[config.mk]
export PLATFORM = sky130hd
export DESIGN_NAME = log_record_field_parser_top
export DESIGN_NICKNAME = d
export VERILOG_FILES = /design/src/design/lrfp_pkg.sv /design/src/design/lrfp_in_stage.sv /design/src/design/lrfp_parser.sv /design/src/design/lrfp_out_stage.sv /design/src/design/log_record_field_parser_top.sv
export SDC_FILE = /design/constraint.sdc
export NUM_CORES = 1
export LEC_CHECK = 0
export BUFFER_PORTS_ARGS = -buffer_cell sky130_fd_sc_hd__clkbuf_2
export CORE_UTILIZATION = 55
export DETAILED_ROUTE_END_ITERATION = 6
export GPL_TIMING_DRIVEN = 0
export HOLD_SLACK_MARGIN = 0.08
export PLACE_DENSITY = 0.71
export SETUP_SLACK_MARGIN = 0.15
export SKIP_CTS_REPAIR_TIMING = 1
export SYNTH_ARGS = -nofsm -noshare
export SYNTH_HDL_FRONTEND = slang
export SYNTH_SLANG_ARGS = --single-unit
[constraint.sdc]
create_clock -name clk_i -period 9.1 [get_ports clk_i]
set_clock_uncertainty 0.1 [all_clocks]
set_input_delay 0.455 -clock clk_i [delete_from_list [all_inputs] [get_ports clk_i]]
set_output_delay 0.455 -clock clk_i [all_outputs]
set_load 0.05 [all_outputs]
[src/design/lrfp_pkg.sv]
// Package for the log record field parser: field phase and status codes,
// beat structs and the per-phase lookup functions. No dependencies.
package lrfp_pkg;

  localparam int unsigned LenBytes  = 4;
  localparam int unsigned TimeBytes = 8;
  localparam int unsigned TombBytes = 1;

  typedef enum logic [3:0] {
    PH_IDLEN    = 4'd0,
    PH_ID       = 4'd1,
    PH_TIME     = 4'd2,
    PH_VERSION  = 4'd3,
    PH_TOMB     = 4'd4,
    PH_DIM      = 4'd5,
    PH_VEC      = 4'd6,
    PH_METALEN  = 4'd7,
    PH_META     = 4'd8,
    PH_TAGCOUNT = 4'd9,
    PH_TAGLEN   = 4'd10,
    PH_TAG      = 4'd11,
    PH_TRAIL    = 4'd12
  } lrfp_phase_e;

  typedef enum logic [3:0] {
    ST_OK       = 4'd0,
    ST_ROW      = 4'd1,
    ST_ID       = 4'd2,
    ST_HEADER   = 4'd3,
    ST_DIM      = 4'd4,
    ST_VECTOR   = 4'd5,
    ST_METALEN  = 4'd6,
    ST_META     = 4'd7,
    ST_TAGCOUNT = 4'd8,
    ST_TAGLEN   = 4'd9,
    ST_TAG      = 4'd10
  } lrfp_status_e;

  typedef struct packed {
    logic [7:0] data_byte;
    logic       record_last;
  } lrfp_item_t;

  typedef struct packed {
    logic [7:0]   byte_out;
    lrfp_phase_e  field_kind;
    logic         field_end;
    logic [63:0]  field_value;
    logic         record_end;
    lrfp_status_e status;
  } lrfp_res_t;

  // Byte width of a numeric field; zero for byte-string phases and trailing.
  function automatic logic [3:0] num_width(lrfp_phase_e ph);
    logic [3:0] w;
    case (ph)
      PH_IDLEN, PH_DIM, PH_VEC, PH_METALEN,
      PH_TAGCOUNT, PH_TAGLEN:  w = 4'(LenBytes);
      PH_TIME, PH_VERSION:     w = 4'(TimeBytes);
      PH_TOMB:                 w = 4'(TombBytes);
      default:                 w = 4'd0;
    endcase
    return w;
  endfunction

  // Truncation code for a record that ends while the given field is expected.
  function automatic lrfp_status_e cut_status(lrfp_phase_e ph);
    lrfp_status_e s;
    case (ph)
      PH_IDLEN:                     s = ST_ROW;
      PH_ID:                        s = ST_ID;
      PH_TIME, PH_VERSION, PH_TOMB: s = ST_HEADER;
      PH_DIM:                       s = ST_DIM;
      PH_VEC:                       s = ST_VECTOR;
      PH_METALEN:                   s = ST_METALEN;
      PH_META:                      s = ST_META;
      PH_TAGCOUNT:                  s = ST_TAGCOUNT;
      PH_TAGLEN:                    s = ST_TAGLEN;
      PH_TAG:                       s = ST_TAG;
      default:                      s = ST_OK;
    endcase
    return s;
  endfunction

endpackage

[src/design/lrfp_in_stage.sv]
// Input register of the log record field parser: holds one incoming beat
// until the parser takes it. Depends on lrfp_pkg.
module lrfp_in_stage (
  input  logic                clk_i,
  input  logic                rst_ni,
  input  logic                in_valid_i,
  output logic                in_stall_o,
  input  logic [7:0]          data_byte_i,
  input  logic                record_last_i,
  input  logic                take_i,
  output logic                item_valid_o,
  output lrfp_pkg::lrfp_item_t item_o
);
  import lrfp_pkg::*;

  logic       vld_q, vld_d;
  lrfp_item_t item_q;
  logic       load;

  // The register may refill in the same cycle as its beat moves on.
  assign load       = !vld_q || take_i;
  assign in_stall_o = !load;
  assign vld_d      = load ? in_valid_i : vld_q;

  always_ff @(posedge clk_i or negedge rst_ni) begin
    if (!rst_ni) begin
      vld_q <= 1'b0;
    end else begin
      vld_q <= vld_d;
    end
  end

  always_ff @(posedge clk_i) begin
    if (load && in_valid_i) begin
      item_q.data_byte   <= data_byte_i;
      item_q.record_last <= record_last_i;
    end
  end

  assign item_valid_o = vld_q;
  assign item_o       = item_q;

endmodule

[src/design/lrfp_parser.sv]
// Field state machine of the log record field parser: classifies one byte,
// assembles numeric fields and reports truncation. Depends on lrfp_pkg.
module lrfp_parser (
  input  logic                 clk_i,
  input  logic                 rst_ni,
  input  logic                 step_i,
  input  lrfp_pkg::lrfp_item_t item_i,
  output lrfp_pkg::lrfp_res_t  res_o
);
  import lrfp_pkg::*;

  lrfp_phase_e  phase_q, phase_d;
  logic [2:0]   bif_q, bif_d;
  logic [31:0]  bl_q, bl_d;
  logic [31:0]  il_q, il_d;
  logic [63:0]  acc_q, acc_d;

  logic [63:0]  acc_or;
  logic [3:0]   bif_inc;
  logic [3:0]   width;
  logic [31:0]  bl_dec;
  logic [31:0]  il_dec;
  logic         fend;
  logic [63:0]  fval;
  lrfp_status_e status;

  always_comb begin
    acc_or  = acc_q | ({56'd0, item_i.data_byte} << {bif_q, 3'b000});
    bif_inc = {1'b0, bif_q} + 4'd1;
    width   = num_width(phase_q);
    bl_dec  = (bl_q != 32'd0) ? bl_q - 32'd1 : 32'd0;
    il_dec  = (il_q != 32'd0) ? il_q - 32'd1 : 32'd0;

    phase_d = phase_q;
    bif_d   = bif_q;
    bl_d    = bl_q;
    il_d    = il_q;
    acc_d   = acc_q;
    fend    = 1'b0;
    fval    = 64'd0;
    status  = ST_OK;

    if (width != 4'd0) begin
      if (bif_inc >= width) begin
        fend  = 1'b1;
        fval  = acc_or;
        acc_d = 64'd0;
        bif_d = 3'd0;
        case (phase_q)
          PH_IDLEN: begin
            bl_d    = acc_or[31:0];
            phase_d = (acc_or[31:0] != 32'd0) ? PH_ID : PH_TIME;
          end
          PH_TIME:    phase_d = PH_VERSION;
          PH_VERSION: phase_d = PH_TOMB;
          PH_TOMB:    phase_d = PH_DIM;
          PH_DIM: begin
            il_d    = acc_or[31:0];
            phase_d = (acc_or[31:0] != 32'd0) ? PH_VEC : PH_METALEN;
          end
          PH_VEC: begin
            il_d = il_dec;
            if (il_dec == 32'd0) begin
              phase_d = PH_METALEN;
            end
          end
          PH_METALEN: begin
            bl_d    = acc_or[31:0];
            phase_d = (acc_or[31:0] != 32'd0) ? PH_META : PH_TAGCOUNT;
          end
          PH_TAGCOUNT: begin
            il_d    = acc_or[31:0];
            phase_d = (acc_or[31:0] != 32'd0) ? PH_TAGLEN : PH_TRAIL;
          end
          PH_TAGLEN: begin
            bl_d = acc_or[31:0];
            if (acc_or[31:0] != 32'd0) begin
              phase_d = PH_TAG;
            end else begin
              // An empty tag counts as done straight away.
              il_d    = il_dec;
              phase_d = (il_dec != 32'd0) ? PH_TAGLEN : PH_TRAIL;
            end
          end
          default: phase_d = phase_q;
        endcase
      end else begin
        acc_d = acc_or;
        bif_d = bif_inc[2:0];
      end
    end else if (phase_q == PH_ID || phase_q == PH_META || phase_q == PH_TAG) begin
      bl_d = bl_dec;
      if (bl_dec == 32'd0) begin
        case (phase_q)
          PH_ID:   phase_d = PH_TIME;
          PH_META: phase_d = PH_TAGCOUNT;
          default: begin
            il_d    = il_dec;
            phase_d = (il_dec != 32'd0) ? PH_TAGLEN : PH_TRAIL;
          end
        endcase
      end
    end else begin
      phase_d = PH_TRAIL;
    end

    // The status names the field that was expected after the last byte.
    if (item_i.record_last) begin
      status  = cut_status(phase_d);
      phase_d = PH_IDLEN;
      bif_d   = 3'd0;
      bl_d    = 32'd0;
      il_d    = 32'd0;
      acc_d   = 64'd0;
    end
  end

  always_ff @(posedge clk_i or negedge rst_ni) begin
    if (!rst_ni) begin
      phase_q <= PH_IDLEN;
      bif_q   <= 3'd0;
      bl_q    <= 32'd0;
      il_q    <= 32'd0;
      acc_q   <= 64'd0;
    end else if (step_i) begin
      phase_q <= phase_d;
      bif_q   <= bif_d;
      bl_q    <= bl_d;
      il_q    <= il_d;
      acc_q   <= acc_d;
    end
  end

  assign res_o.byte_out    = item_i.data_byte;
  assign res_o.field_kind  = phase_q;
  assign res_o.field_end   = fend;
  assign res_o.field_value = fval;
  assign res_o.record_end  = item_i.record_last;
  assign res_o.status      = status;

  a_last_resets: assert property (@(posedge clk_i) disable iff (!rst_ni)
    step_i && item_i.record_last |=> phase_q == PH_IDLEN && bl_q == 32'd0 && il_q == 32'd0)
    else $error("parser state not cleared after record end");

  a_partial_numeric: assert property (@(posedge clk_i) disable iff (!rst_ni)
    bif_q != 3'd0 |-> num_width(phase_q) != 4'd0 && acc_q != 64'd0 || bif_q != 3'd0 &&
    num_width(phase_q) != 4'd0)
    else $error("partial byte count outside a numeric field");

  a_acc_clear: assert property (@(posedge clk_i) disable iff (!rst_ni)
    bif_q == 3'd0 |-> acc_q == 64'd0)
    else $error("accumulator holds bits at the start of a field");

  a_vec_count: assert property (@(posedge clk_i) disable iff (!rst_ni)
    phase_q == PH_VEC |-> il_q != 32'd0)
    else $error("vector phase with no words left");

  a_bytes_left: assert property (@(posedge clk_i) disable iff (!rst_ni)
    phase_q == PH_ID || phase_q == PH_META || phase_q == PH_TAG |-> bl_q != 32'd0)
    else $error("byte-string phase with no bytes left");

endmodule

[src/design/lrfp_out_stage.sv]
// Result register of the log record field parser: holds a finished beat
// until the downstream side takes it. Depends on lrfp_pkg.
module lrfp_out_stage (
  input  logic                clk_i,
  input  logic                rst_ni,
  input  logic                load_i,
  input  lrfp_pkg::lrfp_res_t res_i,
  input  logic                out_stall_i,
  output logic                out_valid_o,
  output lrfp_pkg::lrfp_res_t res_o
);
  import lrfp_pkg::*;

  logic      vld_q, vld_d;
  lrfp_res_t res_q;

  always_comb begin
    if (load_i) begin
      vld_d = 1'b1;
    end else if (out_stall_i) begin
      vld_d = vld_q;
    end else begin
      vld_d = 1'b0;
    end
  end

  always_ff @(posedge clk_i or negedge rst_ni) begin
    if (!rst_ni) begin
      vld_q <= 1'b0;
    end else begin
      vld_q <= vld_d;
    end
  end

  always_ff @(posedge clk_i) begin
    if (load_i) begin
      res_q <= res_i;
    end
  end

  assign out_valid_o = vld_q;
  assign res_o       = res_q;

endmodule

[src/design/log_record_field_parser_top.sv]
// Top level of the log record field parser: input register, field state
// machine and result register. Depends on lrfp_pkg and the lrfp_* modules.
//
//   channel | valid       | stall       | payload
//   --------+-------------+-------------+---------------------------------------
//   in      | in_valid_i  | in_stall_o  | data_byte_i, record_last_i
//   out     | out_valid_o | out_stall_i | byte_out_o, field_kind_o, field_end_o,
//           |             |             | field_value_o, record_end_o, status_o
//
// One beat per cycle is taken and one result per cycle is given while the output does
// not stall; the parse lies between the input register and the result register.
// The field state updates once per beat as the beat moves into the result register.
// A stall on the output holds the result register and backs up into the input
// register; the input stalls only once both registers are full.
// Reset clears the valid flags and returns the parser to the id length field.
module log_record_field_parser_top (
  input  logic                  clk_i,
  input  logic                  rst_ni,
  input  logic                  in_valid_i,
  output logic                  in_stall_o,
  input  logic [7:0]            data_byte_i,
  input  logic                  record_last_i,
  output logic                  out_valid_o,
  input  logic                  out_stall_i,
  output logic [7:0]            byte_out_o,
  output logic [3:0]            field_kind_o,
  output logic                  field_end_o,
  output logic [63:0]           field_value_o,
  output logic                  record_end_o,
  output logic [3:0]            status_o
);
  import lrfp_pkg::*;

  logic       item_valid;
  lrfp_item_t item;
  logic       step;
  lrfp_res_t  res_next;
  lrfp_res_t  res;

  // A beat moves on when the result register is empty or being drained.
  assign step = item_valid && (!out_valid_o || !out_stall_i);

  lrfp_in_stage u_in (
    .clk_i         (clk_i),
    .rst_ni        (rst_ni),
    .in_valid_i    (in_valid_i),
    .in_stall_o    (in_stall_o),
    .data_byte_i   (data_byte_i),
    .record_last_i (record_last_i),
    .take_i        (step),
    .item_valid_o  (item_valid),
    .item_o        (item)
  );

  lrfp_parser u_parser (
    .clk_i  (clk_i),
    .rst_ni (rst_ni),
    .step_i (step),
    .item_i (item),
    .res_o  (res_next)
  );

  lrfp_out_stage u_out (
    .clk_i       (clk_i),
    .rst_ni      (rst_ni),
    .load_i      (step),
    .res_i       (res_next),
    .out_stall_i (out_stall_i),
    .out_valid_o (out_valid_o),
    .res_o       (res)
  );

  assign byte_out_o    = res.byte_out;
  assign field_kind_o  = res.field_kind;
  assign field_end_o   = res.field_end;
  assign field_value_o = res.field_value;
  assign record_end_o  = res.record_end;
  assign status_o      = res.status;

endmodule
; ---- Word-level counts from Yosys, hierarchy flattened
; Memories as Yosys holds them, arrays and structs flattened. A register that Yosys moved wholly into a read port is not among the register bits.
; Cells that the tools add are included.
[totals]
reg_bits = 224
input_bits = 13
wordCells = 106
out_inout_bits = 84
n_memories = 2
romBits = 112
[mem_list]
columns = memory, words, word_bits, rd, rd_ports_with_merged_regs, write_ports, line
row1 = (no name shown), 16, 4, 1, 1, 0, lrfp_pkg.sv:69  ; case (ph)
row2 = (no name shown), 16, 3, 1, 0, 0, lrfp_pkg.sv:56  ; case (ph)
[classes]
eq_ne = 17
magnitude_cmp = 1
reduce_logical = 29
addsub = 3
n_bitwise = 1
shifts = 1
n_mux = 38
[op_table]
columns = operator, count
row1 = 32-bit two-way mux, 14
row2 = 64-bit two-way mux, 3
row3 = 32-bit nonzero test, 4
row4 = 32-bit case mux with 3 select lines, 1
row5 = 32-bit zero test, 2
row6 = 64-bit bitwise OR, 1
row7 = 8-bit by 6-bit left shift with 64-bit output, 1
row8 = "32-bit by 1-bit subtractor with 32-bit output, second input constant", 2
row9 = 4-bit case mux with 9 select lines, 1
row10 = 4-bit two-way mux, 7
row11 = "4-bit by 3-bit == test with 1-bit output, second input constant", 4
row12 = "4-bit == test, second input constant", 4
row13 = 3-bit two-way mux, 5
row14 = "4-bit by 2-bit == test with 1-bit output, second input constant", 2
row15 = 4-bit case mux with 2 select lines, 1
row16 = 7-bit AND reduction, 1
row17 = "3-bit inequality test, second input constant", 2
row18 = 3-bit nonzero test, 2
row19 = 1-bit zero test, 5
row20 = 1-bit two-way mux, 5
row21 = "5-bit inequality test, second input constant", 1
row22 = "3-bit by 1-bit adder with 4-bit output, second input constant", 1
row23 = "4-bit by 1-bit == test with 1-bit output, second input constant", 1
row24 = 4-bit greater-or-equal comparator, 1
row25 = 13 further kinds, 19

; ---- Longest topological paths before layout
; Gate-level depths: netlist of the first run.
[logic_depth]
depth_word = 9
ltp_mapped = 18

; ---- Modules after synthesis
; A second synthesis of the first run with hierarchy kept.
[unflattened]
cells_unflattened = 1348
area_unflattened_um2 = 12524.5
[modules_own_cells]
columns = module, area_per_inst_um2, cells_each, n_inst
row1 = lrfp_parser, 9690.5, 1249, 1
row2 = lrfp_out_stage, 2494.9, 84, 1
row3 = lrfp_in_stage, 327.8, 14, 1
row4 = log_record_field_parser_top, 11.3, 1, 1

; ---- Worst setup path before layout of the first run
; Ideal clock, no wire load.
[synth_path]
kind = register to register
from = register u_parser.bl_q[0]
to = register, netlist name u_out.res_o[1]
setup_time_ps = 147
path_buffers = 1
t_arrival_ps = 3798
slack_ps = 5056
stages_incl_launch_ff = 17
cell_sequence = dfrtp_1 -> inv_1 -> ha_1 -> or4b_1 -> buf_2 -> nor4_4 -> nand2b_2 -> or3_1 -> o31a_1 -> a2111oi_4 -> nand3_1 -> o21ai_0 -> a2bb2oi_1 -> ha_1 -> or2_2 -> or2_2 -> a21oi_1
[synth_via]
elab_chain_len = 6
word_cells_on_any_way = 7
[synth_lines]
columns = element, line
row1 = from (decl), lrfp_parser.sv:14  ; logic [31:0] bl_q, bl_d;
row2 = from (signal assigned), lrfp_parser.sv:128  ; bl_q <= bl_d;
row3 = 32-bit by 1-bit subtractor with 32-bit output or 32-bit nonzero test (tied branches), lrfp_parser.sv:31  ; bl_dec = (bl_q != 32'd0) ? bl_q - 32'd1 : 32'd0;
row4 = 32-bit two-way mux (*), lrfp_parser.sv:31
row5 = 32-bit zero test (*), lrfp_parser.sv:93  ; if (bl_dec == 32'd0) begin
row6 = 4-bit two-way mux (*), lrfp_parser.sv:93
row7 = 4-bit two-way mux (*), lrfp_parser.sv:91  ; end else if (phase_q == PH_ID || phase_q == PH_META || phase_q == PH_TAG) begin
row8 = 4-bit two-way mux (*), lrfp_parser.sv:43  ; if (width != 4'd0) begin
; Every way passes the cells marked *; elsewhere a longest branch is shown, timed or not.
; A chain may end at the register's enable or synchronous reset.

; ---- Final worst setup path of the first run
[layout_path]
from = register u_parser.il_q[0]
to = register, netlist name u_out.res_o[2]
[layout_via]
elab_chain_len = 8
word_cells_on_any_way = 14
[layout_lines]
columns = element, line
row1 = from (decl), lrfp_parser.sv:15  ; logic [31:0] il_q, il_d;
row2 = from (signal assigned), lrfp_parser.sv:129  ; il_q <= il_d;
row3 = 32-bit by 1-bit subtractor with 32-bit output or 32-bit nonzero test (tied branches), lrfp_parser.sv:32  ; il_dec = (il_q != 32'd0) ? il_q - 32'd1 : 32'd0;
row4 = 32-bit two-way mux (*), lrfp_parser.sv:32
row5 = 32-bit nonzero test, "lrfp_parser.sv:82, lrfp_parser.sv:99"
row6 = 3-bit two-way mux, "lrfp_parser.sv:82, lrfp_parser.sv:99"
row7 = 4-bit two-way mux or 4-bit case mux with 2 select lines (tied branches), "lrfp_parser.sv:77, lrfp_parser.sv:94"
row8 = 4-bit case mux with 9 select lines or 4-bit two-way mux (tied branches), "lrfp_parser.sv:49, lrfp_parser.sv:93"
row9 = "4-bit two-way mux, on equally long branches", "lrfp_parser.sv:44, lrfp_parser.sv:91"
row10 = 4-bit two-way mux (*), lrfp_parser.sv:43
; Marks and branches as above.

==> impl_metrics.tcl, run 1 <==
set metrics [dict create \
    layout_min_cycle_time_ns 5.30 \
    synth-async-reset-ratio_pct 60.1 \
    rsz0062_at_grt "no" \
    yosysTopAreaCell "dfrtp_1" \
    root_buffer "clkbuf_16" \
    setup_tns_ns 0 \
    slowest_delay_ns 0.60 \
    timing.final.crit_share_pct 58.3 \
    vias 11300 \
    postRouteAntennaNets 0 \
    drc 0 \
    synth-seq-cells 228 \
    finalCoreUtilization_pct 64.8 \
    start_kind "flop" \
    h-tree-depth 1 \
    power_density_nw_per_um2 366 \
    syn_inst 1296 \
    slowest_stage "clkbuf_1" \
    fmax_mhz 189 \
    rows 54 \
    synth_compound_area_share_pct 20.4 \
    gr-total-overflow 0 \
    syn_area_per_cell_um2 9.41 \
    area_growth_pct 15.6 \
    clockBufferDepth 3 \
    yosysUniqueCellTypes 80 \
    timing.max_cap.violations 0 \
    yosys-top-cells-area "dfrtp_1, edfxtp_1, nor2_1" \
    grt_pass1_vias 10200 \
    crit_fanout 10 \
    die_x_um 151 \
    synth_fa_ha_area_share_pct 1.33 \
    cp_data_arrival_time_ns 5.47 \
    ys.flop_type "dfrtp_1" \
    yosys_warnings 0 \
    core_um2 21800 \
    cts.sinks 228 \
    drt_iter0_markers 1257 \
    clk_latency_ns 0.56 \
    seq_area_frac_synth_pct 50.5 \
    vias_per_cell 6.50 \
    routed-wl-met2_um 17200 \
    cts_buffers 25 \
    grt_pass1_wl_um 59400 \
    synth_fp_nets 1322 \
    worst_pin_slew_ns 1.23 \
    fin_ws_ns 3.80 \
    initial_core_util_pct 56.0 \
    wl_met1_um 16200 \
    clkSlewWorstSetupHoldPaths_ns 0.07 \
    ios 97 \
    chipHeight_um 151 \
    finalSetupViolations 0 \
    worstPathCellList "clkbuf_1 > inv_1 > ha_1 > nor4b_1 > nand2_1 > nor4bb_1 > nor2b_1 > clkbuf_1 > o311a_1 > inv_1 > a2111o_1 > a31oi_1 > a2bb2oi_1 > ha_1 > or2_2 > nor3_1 > a21oi_1 > nor2_1" \
    synthXorXnorAreaFrac_pct 2.01 \
    slew_viol_final 0 \
    synth_top_area_share_pct 28.1 \
    drt-total-wl_um 38900 \
    grt_antenna_before_repair 1 \
    dp_slack_ns 4.01 \
    top_layer_used "met4" \
    wl_per_cell_um 22.5 \
    ir_drop_v 0.000171 \
    synthSimpleGateAreaFrac_pct 21.2 \
    leakagePower_nw 5.99 \
    maxSlewHeadroom_pct 18.0 \
    die_area_um2 22800 \
    status "finished, final reports clean" \
    synth-edff-count 91 \
    min_path_type "input pin to flop" \
    dr_wl_met3_um 3840 \
    final_nets 1458 \
    synth_top_family_by_area "simple AND/OR/NAND/NOR gates" \
    grt_max_degree 113 \
    hold_viol 0 \
    final_layout_size_suffix_gt1_share_pct 12.5 \
    syn_area_um2 12200 \
    cp.required_ns 9.26 \
    criticalPathCategory "flop to flop" \
    portBuffers 96 \
    cts_tree "done" \
    muxShareOfSynthArea_pct 0.257 \
    cp-end-kind "flop" \
    place_congestion 0.974 \
    drt-pass1-iter-count 7 \
    n_fill_cell 1822 \
    hpwl_um 26700 \
    grt.total_usage_pct 34.5 \
]
[cell usage in the layout (no fill, tap or decap), types with 9 or more instances in the layout]
cell	count
nor2_1	213
dfrtp_1	137
a21oi_1	130
clkbuf_2	96
edfxtp_1	91
nand2_1	84
clkbuf_1	82
o21ai_0	69
nor3_1	33
a22o_1	33
nand3_1	27
clkbuf_16	26
inv_1	25
o22ai_1	25
or3_1	22
nor4_1	20
o31ai_1	18
a2111oi_0	18
xnor2_1	17
ha_1	13
nand4_1	12
o21ai_1	12
nor4b_1	11
xor2_1	11
dlygate4sd3_1	11
or4_1	10
o32ai_1	10
nand2b_1	10
a31oi_1	9
nor2b_1	9
[cell families (layout without fill, tap and decap cells)]
logic type / count (synthesis) / count (layout)
buffers and inverters: 125 / 280
and+or+nand+nor: 513 / 513
DFF: 228 / 228
other: 0 / 1
AOI/OAI and AO/OA: 386 / 386
xor gates and xnor gates: 28 / 28
muxes: 3 / 3
adders and majority gates: 13 / 13
[critical path: cells and delay by family, from the launching register on]
kind | cells | cell delay, ns
simple gates | 7 | 1.56
flops | 1 | 0.36
compound gates | 5 | 1.47
buf+inv | 4 | 1.09
fa+ha+maj | 2 | 0.40
[metrics by stage]
stage / instances / area [µm²] / hold WS (ns) / power, mW
final: 1732 / 14100 / 0.0826 / 5.16
after global routing: 1731 / 14100 / 0.0860 / 5.40
after CTS: 1720 / 14000 / -0.308 / 5.09
after detailed placement: 1674 / 13100 / 0.267 / 3.99
after global placement: 1672 / 13000 / 0.332 / 3.96
after floorplan: 1296 / 12200 / 0.0594 / 3.21
[flip-flops by register name, indices dropped and copies added, names as in the netlist]
name and flops:
u_parser.acc_q 64, u_parser.il_q 32, u_in.item_valid_o 1, u_parser.bif_q 3, u_out.out_valid_o 1, u_in.item_o 9
u_parser.bl_q 32, u_parser.phase_q 4, u_out.res_o 82
[metal layers]
metal	global-route usage, %	up-vias
met2	52.1	624
met4	14.4	0
met1	48.4	5430
met5	0	-
li1	-	5079
met3	6.93	127
[final timing paths]
check	slack [ns]	cells after the start	start	to
min in group asynchronous	0.26	2	rst_ni	u_parser.bif_q[2]$_DFFE_PN0P_
hold / removal	0.08	3	out_stall_i	u_out.out_valid_o$_DFFE_PN0P_
setup reg to reg	3.80	18	u_parser.il_q[0]$_DFFE_PN0P_	u_out.res_o[2]$_SDFFCE_PN0P_
max in group asynchronous	7.77	3	rst_ni	u_parser.il_q[8]$_DFFE_PN0P_
setup / recovery	3.80	18	u_parser.il_q[0]$_DFFE_PN0P_	u_out.res_o[2]$_SDFFCE_PN0P_
hold reg to reg	0.35	0	u_in.item_o[8]$_DFFE_PP_	u_out.res_o[81]$_DFFE_PP_
[layout make-up]
type | count | area (µm²) | share of cell area, %
Sequential cell | 228 | 6160 | 43.7
Multi-Input combinational cell | 943 | 5520 | 39.2
Clock buffer | 28 | 658 | 4.67
Timing Repair Buffer | 109 | 654 | 4.64
Buffer | 99 | 413 | 2.93
Tap cell | 280 | 350 | 2.49
Clock inverter | 18 | 233 | 1.65
Inverter | 26 | 100 | 0.710
Antenna cell | 1 | 2.50 | 0.0178
[power breakdown]
group	total [mW]	internal [mW]	leakage [nW]	switching [mW]
sequential	1.41	1.27	2.79	0.144
combinational	2.65	0.768	2.77	1.88
clock	1.10	0.646	0.436	0.452
total	5.16	2.68	5.99	2.48
[cell usage after synthesis, types with 5 or more instances]
cell type	count
nor2b_1	9
nor3b_1	8
clkbuf_1	80
or3_1	22
o21ai_1	12
a32o_1	5
edfxtp_1	91
inv_1	26
a211oi_1	8
nand4_1	12
and3_1	6
xor2_1	11
a22o_1	33
nor3_1	33
o21ai_0	69
nor4b_1	11
a21o_1	5
nor4_1	20
o21a_1	5
o32ai_1	10
nand2b_1	10
buf_1	6
nor2_1	213
or2_2	6
nor4bb_1	8
xnor2_1	17
nand2_1	84
a2111oi_0	18
ha_1	13
o22ai_1	25
buf_2	8
nand3_1	27
or4_1	10
a21oi_1	130
dfrtp_1	137
o31ai_1	18
a31oi_1	9
and4b_1	6
Note: power is estimated with default switching activity, not from simulation.
==> inputs of run 2 (changes only) <==
Settings changed: ABC_AREA set to 1.
Clock period 9.1 ns to 5.1 ns, I/O delays scaled along.
==> impl_metrics.tcl, run 2 <==
set metrics [dict create \
    h-tree-depth 1 \
    instances_no_fill 2161 \
    largest_reg_flops 82 \
    dp_slack_ns 0.719 \
    drt_iter0_markers 1380 \
    gr-total-overflow 0 \
    status "finished, violations left" \
    final_nets 1856 \
    finalCoreUtilization_pct 64.7 \
    clk_latency_ns 0.56 \
    initial_core_util_pct 56.5 \
    portBuffers 96 \
    synth_top_area_share_pct 26.7 \
    cts_buffers 25 \
    synth-seq-cells 228 \
    core_um2 22800 \
    vias_per_cell 5.83 \
    cp.required_ns 5.24 \
    drt-pass1-iter-count 7 \
    die_x_um 155 \
    grt_pass1_wl_um 64400 \
    worst_pin_slew_ns 1.29 \
    cts_tree "done" \
    maxSlewHeadroom_pct 13.4 \
    n_fill_cell 2060 \
    drt-total-wl_um 42300 \
    yosys-top-cells-count "nand2_1, nor2_1, inv_1" \
    yosysMostFrequentCell "nand2_1" \
    final_common_cell "nand2_1" \
    wl_per_cell_um 19.6 \
    fmax_mhz 219 \
    cp-end-kind "flop" \
    fin_ws_ns 0.536 \
    grt_pass1_vias 11500 \
    rows 55 \
    crit_fanout 10 \
    clkSlewWorstSetupHoldPaths_ns 0.07 \
    drc 4 \
    power_density_nw_per_um2 765 \
    reg2reg_to "u_out.res_o[20]$_SDFFCE_PN0P_" \
    antenna_cells 0 \
    layout_min_cycle_time_ns 4.56 \
    synth-edff-count 91 \
    criticalPathCategory "flop to flop" \
    postRouteAntennaNets 0 \
    place_area_um2 13800 \
    yosysUniqueCellTypes 42 \
    grt_antenna_before_repair 0 \
    min_path_type "input pin to asynchronous set/reset pin" \
    worst-r2r-setup-slack_ns 0.54 \
    syn_area_per_cell_um2 7.60 \
    finalSetupViolations 0 \
    final_cell_mix "nand2_1, nor2_1, inv_1, nand3_1, dfrtp_1" \
    seq_area_frac_synth_pct 47.9 \
    grt_max_degree 106 \
    die_area_um2 24000 \
    ys.flop_type "dfrtp_1" \
    root_buffer "clkbuf_16" \
    r2r_cells 12 \
    hold_viol 0 \
    cts.sinks 228 \
    violations "DRC" \
    area_growth_pct 14.6 \
    yosysTopAreaCell "dfrtp_1" \
    r2r_start "u_parser.bif_q[0]$_DFFE_PN0P_" \
    yosys_warnings 0 \
    syn_inst 1692 \
    start_kind "flop" \
    setup_tns_ns 0 \
    slew_viol_final 0 \
    chipHeight_um 155 \
    yosys-top-cells-area "dfrtp_1, edfxtp_1, nand2_1" \
    ios 97 \
    syn_area_um2 12900 \
    timing.max_cap.violations 0 \
    vias 12600 \
    rsz0062_at_grt "no" \
    place_congestion 0.971 \
    leakagePower_nw 6.89 \
    grt.total_usage_pct 35.2 \
    clockBufferDepth 3 \
    final_cell_area_um2 14700 \
    synth-async-reset-ratio_pct 60.1 \
    final_layout_size_suffix_gt1_share_pct 9.69 \
    synth_fp_nets 1718 \
    hpwl_um 30900 \
    timing.final.crit_share_pct 89.5 \
    dp_cells 2104 \
    ir_drop_v 0.000475 \
    cp_data_arrival_time_ns 4.71 \
]
[run 2: power breakdown]
part | internal, mW | switching [mW] | leakage (nW) | total, mW
Combinational | 1.76 | 5.11 | 3.73 | 6.87
Clock | 1.01 | 0.766 | 0.389 | 1.78
Sequential | 2.34 | 0.294 | 2.77 | 2.63
Total | 5.11 | 6.17 | 6.89 | 11.3
[run 2: how the worst max path moves through the flow]
stage                                        startpoint                              to  slack, ns  cells past startpoint
after floorplan           u_out.out_valid_o$_DFFE_PN0P_   u_parser.bif_q[0]$_DFFE_PN0P_       0.61                      8
after global placement    u_out.out_valid_o$_DFFE_PN0P_  u_parser.acc_q[27]$_DFFE_PN0P_      -0.77                      8
after detailed placement  u_parser.bif_q[0]$_DFFE_PN0P_   u_out.res_o[20]$_SDFFCE_PN0P_       0.72                     14
after CTS                 u_parser.bif_q[0]$_DFFE_PN0P_   u_out.res_o[20]$_SDFFCE_PN0P_       0.66                     14
after global routing      u_parser.bif_q[0]$_DFFE_PN0P_   u_out.res_o[20]$_SDFFCE_PN0P_       0.36                     14
final                     u_parser.bif_q[0]$_DFFE_PN0P_   u_out.res_o[20]$_SDFFCE_PN0P_       0.54                     12
[run 2: kinds of logic after synthesis]
logic type / count (synthesis) / share of synthesized area [%]
flops: 228 / 47.9
simple gates: 877 / 28.4
fa+ha+maj: 13 / 1.26
compound gates: 312 / 14.3
buf+inv: 255 / 7.75
xor+xnor: 7 / 0.477
[run 2: cell type report]
class,instances,area [µm²],share of cell area [%]
timing repair buffer,111,677,4.59
buffer,73,314,2.13
inverter,182,683,4.64
multi-input combinational,1209,5710,38.8
sequential,228,6160,41.8
tap,313,392,2.66
clock buffer,34,699,4.75
clock inverter,11,96.3,0.654
[run 2: routing by layer]
layer / track usage (%) / part of all wire (%) / vias to the layer above
met2: 55.3 / 45 / 678
met5: 0 / 0 / -
met4: 13.2 / 4.1 / 0
li1: - / - / 5940
met3: 7.52 / 9.6 / 113
met1: 48.1 / 42 / 5863
[run 2: worst max-delay path, stage by stage, from the launching register on]
cell      delay, ns
dfrtp_1        0.53
inv_2          0.14
buf_2          0.21
nor3_1         0.99
ha_1           0.41
a21oi_1        0.15
nand2_1        0.07
a31oi_1        0.18
nor2_1         0.12
inv_1          0.11
clkbuf_1       0.51
clkbuf_1       0.56
nor2_1         0.17
[run 2: stage by stage]
| stage | hold slack (ns) | power (mW) |
|---|---|---|
| after floorplan | -0.141 | 7.34 |
| after global placement | 0.334 | 9.19 |
| after detailed placement | 0.0737 | 9.26 |
| after CTS | -0.504 | 11.1 |
| after global routing | 0.118 | 12.0 |
| final | 0.0522 | 11.3 |
